===== src/hw/rtl/lrt_pkg.sv =====
// Shared types, codes and defaults for the LRU replacement tracker.
package lrt_pkg;

  localparam int unsigned SLOTS_DEFAULT = 16;
  localparam int unsigned OP_W          = 2;
  localparam int unsigned SLOT_W        = 4;
  localparam int unsigned STATUS_W      = 2;

  typedef enum logic [OP_W-1:0] {
    OP_INSERT = 2'd0,
    OP_TOUCH  = 2'd1,
    OP_EVICT  = 2'd2,
    OP_NOP    = 2'd3
  } op_e;

  typedef enum logic [STATUS_W-1:0] {
    ST_OK        = 2'd0,
    ST_EMPTY     = 2'd1,
    ST_TRACKED   = 2'd2,
    ST_UNTRACKED = 2'd3
  } status_e;

  typedef enum logic [2:0] {
    CTL_IDLE,
    CTL_CHECK,
    CTL_W1,
    CTL_W2,
    CTL_W3,
    CTL_DONE
  } ctl_state_e;

  typedef enum logic [1:0] {
    STEP_NONE,
    STEP_W1,
    STEP_W2,
    STEP_W3
  } step_e;

  typedef struct packed {
    logic  accept;
    logic  check;
    step_e step;
    logic  commit;
  } lrt_cmd_t;

  typedef struct packed {
    logic work;
    logic out_free;
  } lrt_sts_t;

endpackage


===== src/hw/rtl/lru_replacement_tracker.sv =====
// Top level of the LRU replacement tracker: sequencer, datapath and checks.
//
// Usage: one request channel (in_valid_i / in_stall_o, operation_i, slot_i) and
// one result channel (out_valid_o / out_stall_i, victim_slot_o, status_o).
// Operations: insert a slot at the newest end, touch a slot to move it to the
// newest end, evict the oldest slot. Every request gives exactly one result.
// Steps: accept, check, the link updates W1, W2 and W3, and commit; a request
// that rewrites no link (errors, no-op, touch of the newest slot) skips W1-W3.
// No new request is taken until the last one commits; the single write port
// of each link RAM is why the link updates are split over W1, W2 and W3.
// The request side stalls whenever the sequencer is not idle.
// When the receiver stalls, the result register holds its value; the next
// request is still accepted and worked on, and it waits at commit until the
// result register is taken.
// Reset clears the tracked bits and both list ends at once; no clearing pass
// is needed, link entries are only used for tracked slots.
module lru_replacement_tracker import lrt_pkg::*; #(
  parameter int unsigned SLOTS = SLOTS_DEFAULT
) (
  input  logic                clk_i,
  input  logic                rst_ni,
  input  logic                in_valid_i,
  output logic                in_stall_o,
  input  logic [OP_W-1:0]     operation_i,
  input  logic [SLOT_W-1:0]   slot_i,
  output logic                out_valid_o,
  input  logic                out_stall_i,
  output logic [SLOT_W-1:0]   victim_slot_o,
  output logic [STATUS_W-1:0] status_o
);

  lrt_cmd_t cmd;
  lrt_sts_t sts;

  lrt_ctrl u_ctrl (
    .clk_i      (clk_i),
    .rst_ni     (rst_ni),
    .in_valid_i (in_valid_i),
    .in_stall_o (in_stall_o),
    .sts_i      (sts),
    .cmd_o      (cmd)
  );

  lrt_datapath #(
    .SLOTS (SLOTS)
  ) u_datapath (
    .clk_i         (clk_i),
    .rst_ni        (rst_ni),
    .operation_i   (operation_i),
    .slot_i        (slot_i),
    .cmd_i         (cmd),
    .sts_o         (sts),
    .out_valid_o   (out_valid_o),
    .out_stall_i   (out_stall_i),
    .victim_slot_o (victim_slot_o),
    .status_o      (status_o)
  );

  a_busy_after_accept : assert property (@(posedge clk_i) disable iff (!rst_ni)
    (in_valid_i && !in_stall_o) |=> in_stall_o)
    else $error("request side not stalled after accept");

  a_result_from_commit : assert property (@(posedge clk_i) disable iff (!rst_ni)
    $rose(out_valid_o) |-> $past(cmd.commit))
    else $error("result appeared without commit");

  a_commit_when_free : assert property (@(posedge clk_i) disable iff (!rst_ni)
    cmd.commit |-> (!out_valid_o || !out_stall_i))
    else $error("commit overwrote a stalled result");

  a_victim_only_on_ok : assert property (@(posedge clk_i) disable iff (!rst_ni)
    (out_valid_o && (status_o != ST_OK)) |-> (victim_slot_o == '0))
    else $error("nonzero victim on failed request");

endmodule


===== src/hw/rtl/lrt_ram.sv =====
// Generic single-write, single-read RAM with registered read data.
module lrt_ram #(
  parameter int unsigned WIDTH = 8,
  parameter int unsigned DEPTH = 16
) (
  input  logic                     clk_i,
  input  logic                     we_i,
  input  logic [$clog2(DEPTH)-1:0] waddr_i,
  input  logic [WIDTH-1:0]         wdata_i,
  input  logic                     re_i,
  input  logic [$clog2(DEPTH)-1:0] raddr_i,
  output logic [WIDTH-1:0]         rdata_o
);

  logic [WIDTH-1:0] mem_q [DEPTH];
  logic [WIDTH-1:0] rdata_q;

  always_ff @(posedge clk_i) begin
    if (we_i) begin
      mem_q[waddr_i] <= wdata_i;
    end
    if (re_i) begin
      rdata_q <= mem_q[raddr_i];
    end
  end

  assign rdata_o = rdata_q;

endmodule


===== src/hw/rtl/lrt_ctrl.sv =====
// Sequencer for the LRU replacement tracker: accept, check, link writes, commit.
module lrt_ctrl import lrt_pkg::*; (
  input  logic     clk_i,
  input  logic     rst_ni,
  input  logic     in_valid_i,
  output logic     in_stall_o,
  input  lrt_sts_t sts_i,
  output lrt_cmd_t cmd_o
);

  ctl_state_e state_q, state_d;

  always_ff @(posedge clk_i or negedge rst_ni) begin
    if (!rst_ni) begin
      state_q <= CTL_IDLE;
    end else begin
      state_q <= state_d;
    end
  end

  always_comb begin
    state_d      = state_q;
    cmd_o.accept = 1'b0;
    cmd_o.check  = 1'b0;
    cmd_o.step   = STEP_NONE;
    cmd_o.commit = 1'b0;
    case (state_q)
      CTL_IDLE: begin
        if (in_valid_i) begin
          cmd_o.accept = 1'b1;
          state_d      = CTL_CHECK;
        end
      end
      CTL_CHECK: begin
        cmd_o.check = 1'b1;
        state_d     = sts_i.work ? CTL_W1 : CTL_DONE;
      end
      CTL_W1: begin
        cmd_o.step = STEP_W1;
        state_d    = CTL_W2;
      end
      CTL_W2: begin
        cmd_o.step = STEP_W2;
        state_d    = CTL_W3;
      end
      CTL_W3: begin
        cmd_o.step = STEP_W3;
        state_d    = CTL_DONE;
      end
      CTL_DONE: begin
        if (sts_i.out_free) begin
          cmd_o.commit = 1'b1;
          state_d      = CTL_IDLE;
        end
      end
      default: begin
        state_d = CTL_IDLE;
      end
    endcase
  end

  assign in_stall_o = (state_q != CTL_IDLE);

endmodule


===== src/hw/rtl/lrt_datapath.sv =====
// Datapath for the LRU replacement tracker: link RAMs, ends, tracked bits, result register.
module lrt_datapath import lrt_pkg::*; #(
  parameter int unsigned SLOTS = SLOTS_DEFAULT
) (
  input  logic                clk_i,
  input  logic                rst_ni,
  input  logic [OP_W-1:0]     operation_i,
  input  logic [SLOT_W-1:0]   slot_i,
  input  lrt_cmd_t            cmd_i,
  output lrt_sts_t            sts_o,
  output logic                out_valid_o,
  input  logic                out_stall_i,
  output logic [SLOT_W-1:0]   victim_slot_o,
  output logic [STATUS_W-1:0] status_o
);

  localparam int unsigned IdxW  = $clog2(SLOTS);
  localparam int unsigned LinkW = $clog2(SLOTS + 1);
  localparam logic [LinkW-1:0] LinkNone = LinkW'(SLOTS);

  op_e                req_op_q;
  logic [SLOT_W-1:0]  req_slot_q;
  logic [LinkW-1:0]   oldest_q;
  logic [LinkW-1:0]   newest_q;
  logic [SLOTS-1:0]   tracked_q;
  status_e            chk_status_q;
  logic               work_q;
  logic               out_valid_q;
  logic [SLOT_W-1:0]  victim_q;
  status_e            out_status_q;

  logic [IdxW-1:0]    slot_idx;
  logic [LinkW-1:0]   slot_link;
  logic [IdxW-1:0]    oldest_idx;
  logic [IdxW-1:0]    newest_idx;
  logic               slot_ok;
  status_e            chk_status;
  logic               chk_work;

  logic [LinkW-1:0]   prev_rd;
  logic [LinkW-1:0]   next_rd;
  logic               prev_we;
  logic [IdxW-1:0]    prev_waddr;
  logic [LinkW-1:0]   prev_wdata;
  logic               next_we;
  logic [IdxW-1:0]    next_waddr;
  logic [LinkW-1:0]   next_wdata;
  logic [IdxW-1:0]    next_raddr;
  logic               out_free;

  assign slot_idx   = IdxW'(req_slot_q);
  assign slot_link  = LinkW'(req_slot_q);
  assign oldest_idx = IdxW'(oldest_q);
  assign newest_idx = IdxW'(newest_q);
  assign slot_ok    = (32'(req_slot_q) < SLOTS);

  always_comb begin
    chk_status = ST_OK;
    chk_work   = 1'b0;
    case (req_op_q)
      OP_INSERT: begin
        if (!slot_ok) begin
          chk_status = ST_UNTRACKED;
        end else if (tracked_q[slot_idx]) begin
          chk_status = ST_TRACKED;
        end else begin
          chk_work = 1'b1;
        end
      end
      OP_TOUCH: begin
        if (!slot_ok || !tracked_q[slot_idx]) begin
          chk_status = ST_UNTRACKED;
        end else begin
          chk_work = (slot_link != newest_q);
        end
      end
      OP_EVICT: begin
        if (oldest_q == LinkNone) begin
          chk_status = ST_EMPTY;
        end else begin
          chk_work = 1'b1;
        end
      end
      default: begin
      end
    endcase
  end

  assign next_raddr = (req_op_q == OP_EVICT) ? oldest_idx : slot_idx;

  always_comb begin
    prev_we    = 1'b0;
    prev_waddr = slot_idx;
    prev_wdata = LinkNone;
    next_we    = 1'b0;
    next_waddr = slot_idx;
    next_wdata = LinkNone;
    case (cmd_i.step)
      STEP_W1: begin
        case (req_op_q)
          OP_INSERT: begin
            prev_we    = 1'b1;
            prev_waddr = slot_idx;
            prev_wdata = newest_q;
            next_we    = 1'b1;
            next_waddr = slot_idx;
            next_wdata = LinkNone;
          end
          OP_TOUCH: begin
            prev_we    = (next_rd != LinkNone);
            prev_waddr = IdxW'(next_rd);
            prev_wdata = prev_rd;
            next_we    = (prev_rd != LinkNone);
            next_waddr = IdxW'(prev_rd);
            next_wdata = next_rd;
          end
          OP_EVICT: begin
            prev_we    = (next_rd != LinkNone);
            prev_waddr = IdxW'(next_rd);
            prev_wdata = LinkNone;
          end
          default: begin
          end
        endcase
      end
      STEP_W2: begin
        case (req_op_q)
          OP_INSERT: begin
            next_we    = (newest_q != LinkNone);
            next_waddr = newest_idx;
            next_wdata = slot_link;
          end
          OP_TOUCH: begin
            prev_we    = 1'b1;
            prev_waddr = slot_idx;
            prev_wdata = newest_q;
            next_we    = 1'b1;
            next_waddr = slot_idx;
            next_wdata = LinkNone;
          end
          default: begin
          end
        endcase
      end
      STEP_W3: begin
        if (req_op_q == OP_TOUCH) begin
          next_we    = 1'b1;
          next_waddr = newest_idx;
          next_wdata = slot_link;
        end
      end
      default: begin
      end
    endcase
  end

  lrt_ram #(
    .WIDTH (LinkW),
    .DEPTH (SLOTS)
  ) u_prev_ram (
    .clk_i   (clk_i),
    .we_i    (prev_we),
    .waddr_i (prev_waddr),
    .wdata_i (prev_wdata),
    .re_i    (cmd_i.check),
    .raddr_i (slot_idx),
    .rdata_o (prev_rd)
  );

  lrt_ram #(
    .WIDTH (LinkW),
    .DEPTH (SLOTS)
  ) u_next_ram (
    .clk_i   (clk_i),
    .we_i    (next_we),
    .waddr_i (next_waddr),
    .wdata_i (next_wdata),
    .re_i    (cmd_i.check),
    .raddr_i (next_raddr),
    .rdata_o (next_rd)
  );

  always_ff @(posedge clk_i) begin
    if (cmd_i.accept) begin
      req_op_q   <= op_e'(operation_i);
      req_slot_q <= slot_i;
    end
    if (cmd_i.check) begin
      chk_status_q <= chk_status;
      work_q       <= chk_work;
    end
    if (cmd_i.commit) begin
      out_status_q <= chk_status_q;
      victim_q     <= (work_q && (req_op_q == OP_EVICT)) ? SLOT_W'(oldest_q) : '0;
    end
  end

  always_ff @(posedge clk_i or negedge rst_ni) begin
    if (!rst_ni) begin
      tracked_q   <= '0;
      oldest_q    <= LinkNone;
      newest_q    <= LinkNone;
      out_valid_q <= 1'b0;
    end else begin
      if (cmd_i.commit) begin
        out_valid_q <= 1'b1;
        if (work_q) begin
          case (req_op_q)
            OP_INSERT: begin
              tracked_q[slot_idx] <= 1'b1;
              if (newest_q == LinkNone) begin
                oldest_q <= slot_link;
              end
              newest_q <= slot_link;
            end
            OP_TOUCH: begin
              if (slot_link == oldest_q) begin
                oldest_q <= next_rd;
              end
              newest_q <= slot_link;
            end
            OP_EVICT: begin
              tracked_q[oldest_idx] <= 1'b0;
              if (next_rd != LinkNone) begin
                oldest_q <= next_rd;
              end else begin
                oldest_q <= LinkNone;
                newest_q <= LinkNone;
              end
            end
            default: begin
            end
          endcase
        end
      end else if (!out_stall_i) begin
        out_valid_q <= 1'b0;
      end
    end
  end

  assign out_free       = !out_valid_q || !out_stall_i;
  assign sts_o.work     = chk_work;
  assign sts_o.out_free = out_free;

  assign out_valid_o   = out_valid_q;
  assign victim_slot_o = victim_q;
  assign status_o      = out_status_q;

endmodule

===== config.mk =====
export PLATFORM = sky130hd
export DESIGN_NAME = lru_replacement_tracker
export DESIGN_NICKNAME = d
export VERILOG_FILES = /design/src/hw/rtl/lrt_pkg.sv /design/src/hw/rtl/lru_replacement_tracker.sv /design/src/hw/rtl/lrt_ram.sv /design/src/hw/rtl/lrt_ctrl.sv /design/src/hw/rtl/lrt_datapath.sv
export SDC_FILE = /design/constraint.sdc
export NUM_CORES = 1
export LEC_CHECK = 0
export ABC_AREA = 1
export BUFFER_PORTS_ARGS = -buffer_cell sky130_fd_sc_hd__buf_4
export CAP_MARGIN = 20
export CELL_PAD_IN_SITES_DETAIL_PLACEMENT = 1
export CELL_PAD_IN_SITES_GLOBAL_PLACEMENT = 2
export CORE_UTILIZATION = 40
export DETAILED_ROUTE_END_ITERATION = 10
export PLACE_DENSITY = 0.89
export SETUP_SLACK_MARGIN = 0.4
export SYNTH_ARGS = -nofsm -noshare
export SYNTH_HDL_FRONTEND = slang
export SYNTH_HIERARCHICAL = 1
export SYNTH_SLANG_ARGS = --single-unit
export TNS_END_PERCENT = 20

===== constraint.sdc =====
create_clock -name clk_i -period 6.9 [get_ports clk_i]
set_clock_uncertainty 0.05 [all_clocks]
set_input_delay 1.725 -clock clk_i [delete_from_list [all_inputs] [get_ports clk_i]]
set_output_delay 1.725 -clock clk_i [all_outputs]
set_load 0.005 [all_outputs]

# Yosys cells after proc, flatten, opt, wreduce, memory -nomap -nowiden
# Memories as Yosys holds them, arrays and structs flattened. A register that Yosys moved wholly into a read port is not among the register bits.
# Cells that the tools add are included.
[classes] magnitude_cmp=4 n_mul=0 n_div=0 addsub=0 eq_ne=23 n_shift=0 n_mux=57 n_reduce_logical=18 n_bitwise=3
[op_table] op="two-way mux 5 bit" n=8
[op_table] op="case mux 16 bit (2 select lines)" n=1
[op_table] op="case mux 5 bit (2 select lines)" n=3
[op_table] op="case mux 5 bit (3 select lines)" n=2
[op_table] op="two-way mux 4 bit" n=6
[op_table] op="two-way mux 1 bit" n=19
[op_table] op="case mux 3 bit (6 select lines)" n=1
[op_table] op="bitwise AND 16 bit" n=1
[op_table] op="inverter 16 bit" n=1
[op_table] op="bitwise OR 16 bit" n=1
[op_table] op="inequality test 5 bit, second input constant" n=3
[op_table] op="case mux 2 bit (3 select lines)" n=2
[op_table] op="case mux 4 bit (3 select lines)" n=1
[op_table] op="equality test 5 bit, second input constant" n=2
[op_table] op="less-than comparator 4 x 5 -> 1 bit, second input constant" n=2
[op_table] op="two-way mux 3 bit" n=3
[op_table] op="demux 1 bit (select 4 bit)" n=2
[op_table] op=">= comparator 4 x 1 -> 1 bit, second input constant" n=2
[op_table] op="case mux 1 bit (2 select lines)" n=4
[op_table] op="equality test 2 bit, second input constant" n=3
[op_table] op="equality test 3 x 2 -> 1 bit, second input constant" n=2
[op_table] op="equality test 3 bit, second input constant" n=2
[op_table] op="inequality test 2 x 1 -> 1 bit, second input constant" n=3
[op_table] op="inequality test 2 bit, second input constant" n=3
[op_table] op="19 further kinds" n=28
[totals] latchBits=0 ram_bits=160 out_inout_bits=8 word_cells=118 memories=2 input_bits=10 register_bits=45 mem_bits_ro=0
[mem_list] memory="u_datapath.u_next_ram.mem_q" depth=16 width=5 read_ports=1 rd_clocked_by_memory_dff=1 wr=1 line_no="lrt_ram.sv:15" text="logic [WIDTH-1:0] mem_q [DEPTH];"
[mem_list] memory="u_datapath.u_prev_ram.mem_q" depth=16 width=5 read_ports=1 rd_clocked_by_memory_dff=1 wr=1 line_no="lrt_ram.sv:15"

# Longest topological paths before layout
[logic_depth] ltp_word=7 mapped_depth=21 ltp_nobuf=18

# Cells and area by module
# The synthesis kept the hierarchy.
[modules_own_cells] mod="lrt_ram" seq_area_each_um2=2552.4 cells_each=355 area_each_um2=3783.6 n_inst=2
[modules_own_cells] mod="lrt_datapath" seq_area_each_um2=1128.6 cells_each=373 area_each_um2=2731.4 n_inst=1
[modules_own_cells] mod="lrt_ctrl" seq_area_each_um2=75.1 cells_each=33 area_each_um2=225.2 n_inst=1

# Worst setup path before layout
# Ideal clock, no wire load.
[synth_timing] path_type="input-to-reg" startpoint="input out_stall_i" endpoint="register u_datapath.tracked_q[13]" stages=10 setup_ns=0.133 arrival_ns=3.191 required_time_ns=6.717 path_slack_ns=3.526 n_path_buf=1 path_cell_list="nand2_1 buf_4 inv_1 nor2_1 nand2_1 o21bai_2 inv_1 nand3_1 o31ai_1 o31ai_1"
[synth_lines] item="from (decl)" line_no="lru_replacement_tracker.sv:27" text="input logic out_stall_i,"
[synth_lines] item="to (signal assigned)" line_no="lrt_datapath.sv:200" text="tracked_q <= '0;"
[synth_lines] item="to (signal, indexed assignment)" line_no="lrt_datapath.sv:210" text="tracked_q[slot_idx] <= 1'b1;"
[synth_lines] item="to (signal, indexed assignment)" line_no="lrt_datapath.sv:223" text="tracked_q[oldest_idx] <= 1'b0;"
[synth_lines] item="to (decl)" line_no="lrt_datapath.sv:25" text="logic [SLOTS-1:0] tracked_q;"

==> metrics <==
number of instances in the synthesized netlist between 1000 and 1500; gp weighted congestion between 0.8 and 0.9; Horiz. Die Dim around 160 um; total setup buffers inserted after CTS 0; adder and majority gate portion of the synthesized area 0.009511; required arrival time at the worst endpoint 7.24 ns; total of fill cells in the finished design 2934; startpoint of the most critical register-to-register path u_ctrl/state_q[0]$_DFFE_PN0P_; first-pass GRT wire length roughly 43000 um; Vias per Instance 5.078; synthesized area per cell 9.430 um^2; cells on worst reg2reg path 11; layout cell share with drive strength beyond 1 0.1600; area used by multi-input combinational logic ~3100 um^2; combinational family with the most area after synthesis simple AND/OR/NAND/NOR gates; slack of the worst reg-to-reg path 3.48 ns; antenna violations before repair 0; ANT cells 0; floorplan die area between 20000 and 30000 um^2; CP cell instances buf_4, nand2_1, inv_1, nor2_1, nand2_1, o21bai_2, inv_1, nand3_1, o21ai_0, o21ai_0; maximum number of buffers from clock root to sink 3; mapped cell area about 11000 um^2; number of top-level pins 18; number of instances on the worst hold path 0; Rel. slew slack 0.3171; kind of start point of the critical path input pin; total number of clock tree sinks between 200 and 250; maximum fanout encountered on the critical timing path 8; final worst path period need about 3.4 ns; library cell with the largest summed area after synthesis edfxtp_1; Final Hold Viols 0; Inserted Clock Buffers 25; DRC 0; area share of and/or/nand/nor cells after synthesis 0.2299; most instantiated cells after synthesis nand2_1, edfxtp_1, nand3_1; Total GRT Usage 0.2083; number of standard-cell rows in the floorplan between 50 and 60; number of flops mapped to enable cells by yosys around 190; final worst path period share 0.4975; hold endpoint u_datapath/status_o[0]$_DFFE_PP_; library cell contributing the largest single delay on the critical path nor2_1; final setup violation count 0; final HPWL from detailed placement 17890 um; #FFs+latches synth 215; initial core utilization 0.4062; maximum ir drop on the vdd rail about 0.23 mV; most frequent cell after synthesis nand2_1; critical path endpoint category flop; area delta synth->final 10.49%; register area 6309 um^2; transition at the pin with the smallest max-transition slack approximately 1.0 ns; Hold Buf Count CTS 0; post-detailed-route wirelength per cell 18.47 um; number of optimization iterations in the first detailed-route pass 6; dominant register cell in the synthesized netlist edfxtp_1; Yosys top cell area share 0.5279; max cap viols 0; power density cells around 380 nW/um^2; Data arrival, critical path between 3 and 4 ns; fraction of registers with async set or reset after synthesis 0.1395; Pleak between 4 and 5 nW; share of the synthesized netlist area taken by xor and xnor gates 0.001664; level count of the clock H-tree 1; Worst R2R End u_datapath/u_next_ram/mem_q[11][2]$_DFFE_PP_; count of nets left with antenna violations after detail routing 0; Clock transition at path regs about 0.060 ns; share of synthesized area spent on multiplexers 0; Nets roughly 1100; Yosys Warn Count 6; DRT Wirelength ~27000 um; number of gates resized after CTS 0; CTS tree yes; PnR Total Power 0.004405 W; number of vias in the routed layout ~7500; via count of the first global-routing pass about 7900; largest cells by area after synthesis edfxtp_1, nand2_1, nand3_1; highest achievable clock rate approximately 0.3 GHz; hold path startpoint u_datapath/chk_status_q[0]$_DFFE_PP_; result of the run finished, final reports clean; library cell used as clock root buffer clkbuf_16; count of unique library cells instantiated by Yosys 39; Setup TNS Final 0 ns; maximum number of pins on one net before global-route repair 59; dominant delay contributor by cell family on the critical path simple AND/OR/NAND/NOR gates; Die Ht 164.2 um; sequential share of the synthesized area 0.5995; final max-slew violation count 0; number of buffers added on ports 17; Synth Area in Compound Gates 0.05505; total congestion overflow 0; clk_lat worst skew roughly 0.52 ns; crit path kind in -> reg; hold crit path type reg -> reg; iteration-0 DRC count of the detailed router slightly above 500; RSZ-0062 raised after global routing no; core area between 20000 and 30000 um^2; number of buffers and inverters on the critical path 3; nets in the synthesized netlist about 1100; largest stage delay on the critical path between 0.5 and 0.6 ns
-- stage by stage --
step	util	worst slack [ns]	cells	hold WS [ns]	instance area [um^2]
after global routing	0.4487	3.142	1479	0.3962	11630
final	0.4487	3.468	1479	0.3911	11630
after floorplan	-	3.526	1116	0.3503	10520
after CTS	0.4487	3.477	1479	0.3925	11630
after detailed placement	0.4170	2.936	1434	0.3773	10800
after global placement	0.4170	3.126	1434	0.3646	10800
-- report_power, final --
part           leakage [nW]  internal, W  total (W)  switching [W]
Sequential             2.09      0.00167    0.00179       0.000122
Combinational          2.42     0.000337    0.00127       0.000938
Clock                 0.398     0.000812    0.00134       0.000524
Total                  4.90      0.00282    0.00441        0.00158
-- per-layer routing --
metal / track usage / part of all wire / up-vias
met4: 0.05976 / 0.022 / 0
met3: 0.02121 / 0.027 / 46
met5: 0 / 0 / -
met2: 0.3721 / 0.51 / 91
li1: - / - / 3647
met1: 0.2659 / 0.44 / 3726
-- worst max-delay path by stage --
stage / from / slack, ns / depth (start not counted) / endpoint
finish: out_stall_i / 3.47 / 10 / u_datapath/tracked_q[14]$_DFFE_PN0P_
global route: u_ctrl/state_q[1]$_DFFE_PN0P_ / 3.14 / 13 / u_datapath/u_next_ram/mem_q[2][0]$_DFFE_PP_
CTS: u_ctrl/state_q[0]$_DFFE_PN0P_ / 3.48 / 11 / u_datapath/u_next_ram/mem_q[6][0]$_DFFE_PP_
detailed placement: out_stall_i / 2.94 / 10 / u_datapath/tracked_q[13]$_DFFE_PN0P_
global placement: out_stall_i / 3.13 / 10 / u_datapath/tracked_q[13]$_DFFE_PN0P_
floorplan: out_stall_i / 3.53 / 10 / u_datapath/tracked_q[13]$_DFFE_PN0P_
-- sequential cells by signal, indices dropped and copies added (netlist names) --
| signal | flops |
|---|---|
| u_datapath/req_op_q | 2 |
| u_datapath/status_o | 2 |
| u_datapath/u_next_ram/mem_q | 80 |
| u_datapath/out_valid_o | 1 |
| u_datapath/work_q | 1 |
| u_datapath/u_next_ram/rdata_o | 5 |
| u_datapath/tracked_q | 16 |
| u_datapath/req_slot_q | 4 |
| u_datapath/u_prev_ram/rdata_o | 5 |
| u_datapath/u_prev_ram/mem_q | 80 |
| u_ctrl/state_q | 3 |
| u_datapath/chk_status_q | 2 |
| u_datapath/newest_q | 5 |
| u_datapath/oldest_q | 5 |
| u_datapath/victim_slot_o | 4 |
-- layout by cell type, fill, tap and decap left out, types with 2 or more instances in the layout --
master,n
nand3b_1,4
xnor2_1,2
nor2_2,3
nand2_1,295
ha_1,8
a22oi_1,4
inv_8,2
nor3_1,2
dfstp_2,2
nand4_1,3
o31ai_1,8
clkbuf_16,25
clkbuf_1,4
clkinvlp_4,2
inv_1,129
o41ai_1,2
edfxtp_1,185
dfrtp_1,28
o21ai_0,47
nor2_1,57
clkinv_1,6
buf_4,28
nand3_1,141
inv_2,57
o21ai_1,7
bufinv_16,4
nand2_2,46
a21oi_2,4
a21oi_1,18
clkinv_2,4
o22ai_1,6
-- logic make-up after synthesis --
logic type / Yosys count
fa+ha+maj: 8
simple gates: 554
xor+xnor: 2
compound gates: 102
flops: 215
buf+inv: 235
-- final cells by class --
type / instances / share of cell area
flip-flops and latches: 215 / 0.5426
multi-input cells: 666 / 0.2697
inverters: 190 / 0.06284
clock buffers: 29 / 0.05510
well taps: 335 / 0.03605
repair buffers: 28 / 0.01808
clock inverters: 16 / 0.01571
Power figures use the tool's default switching activity.
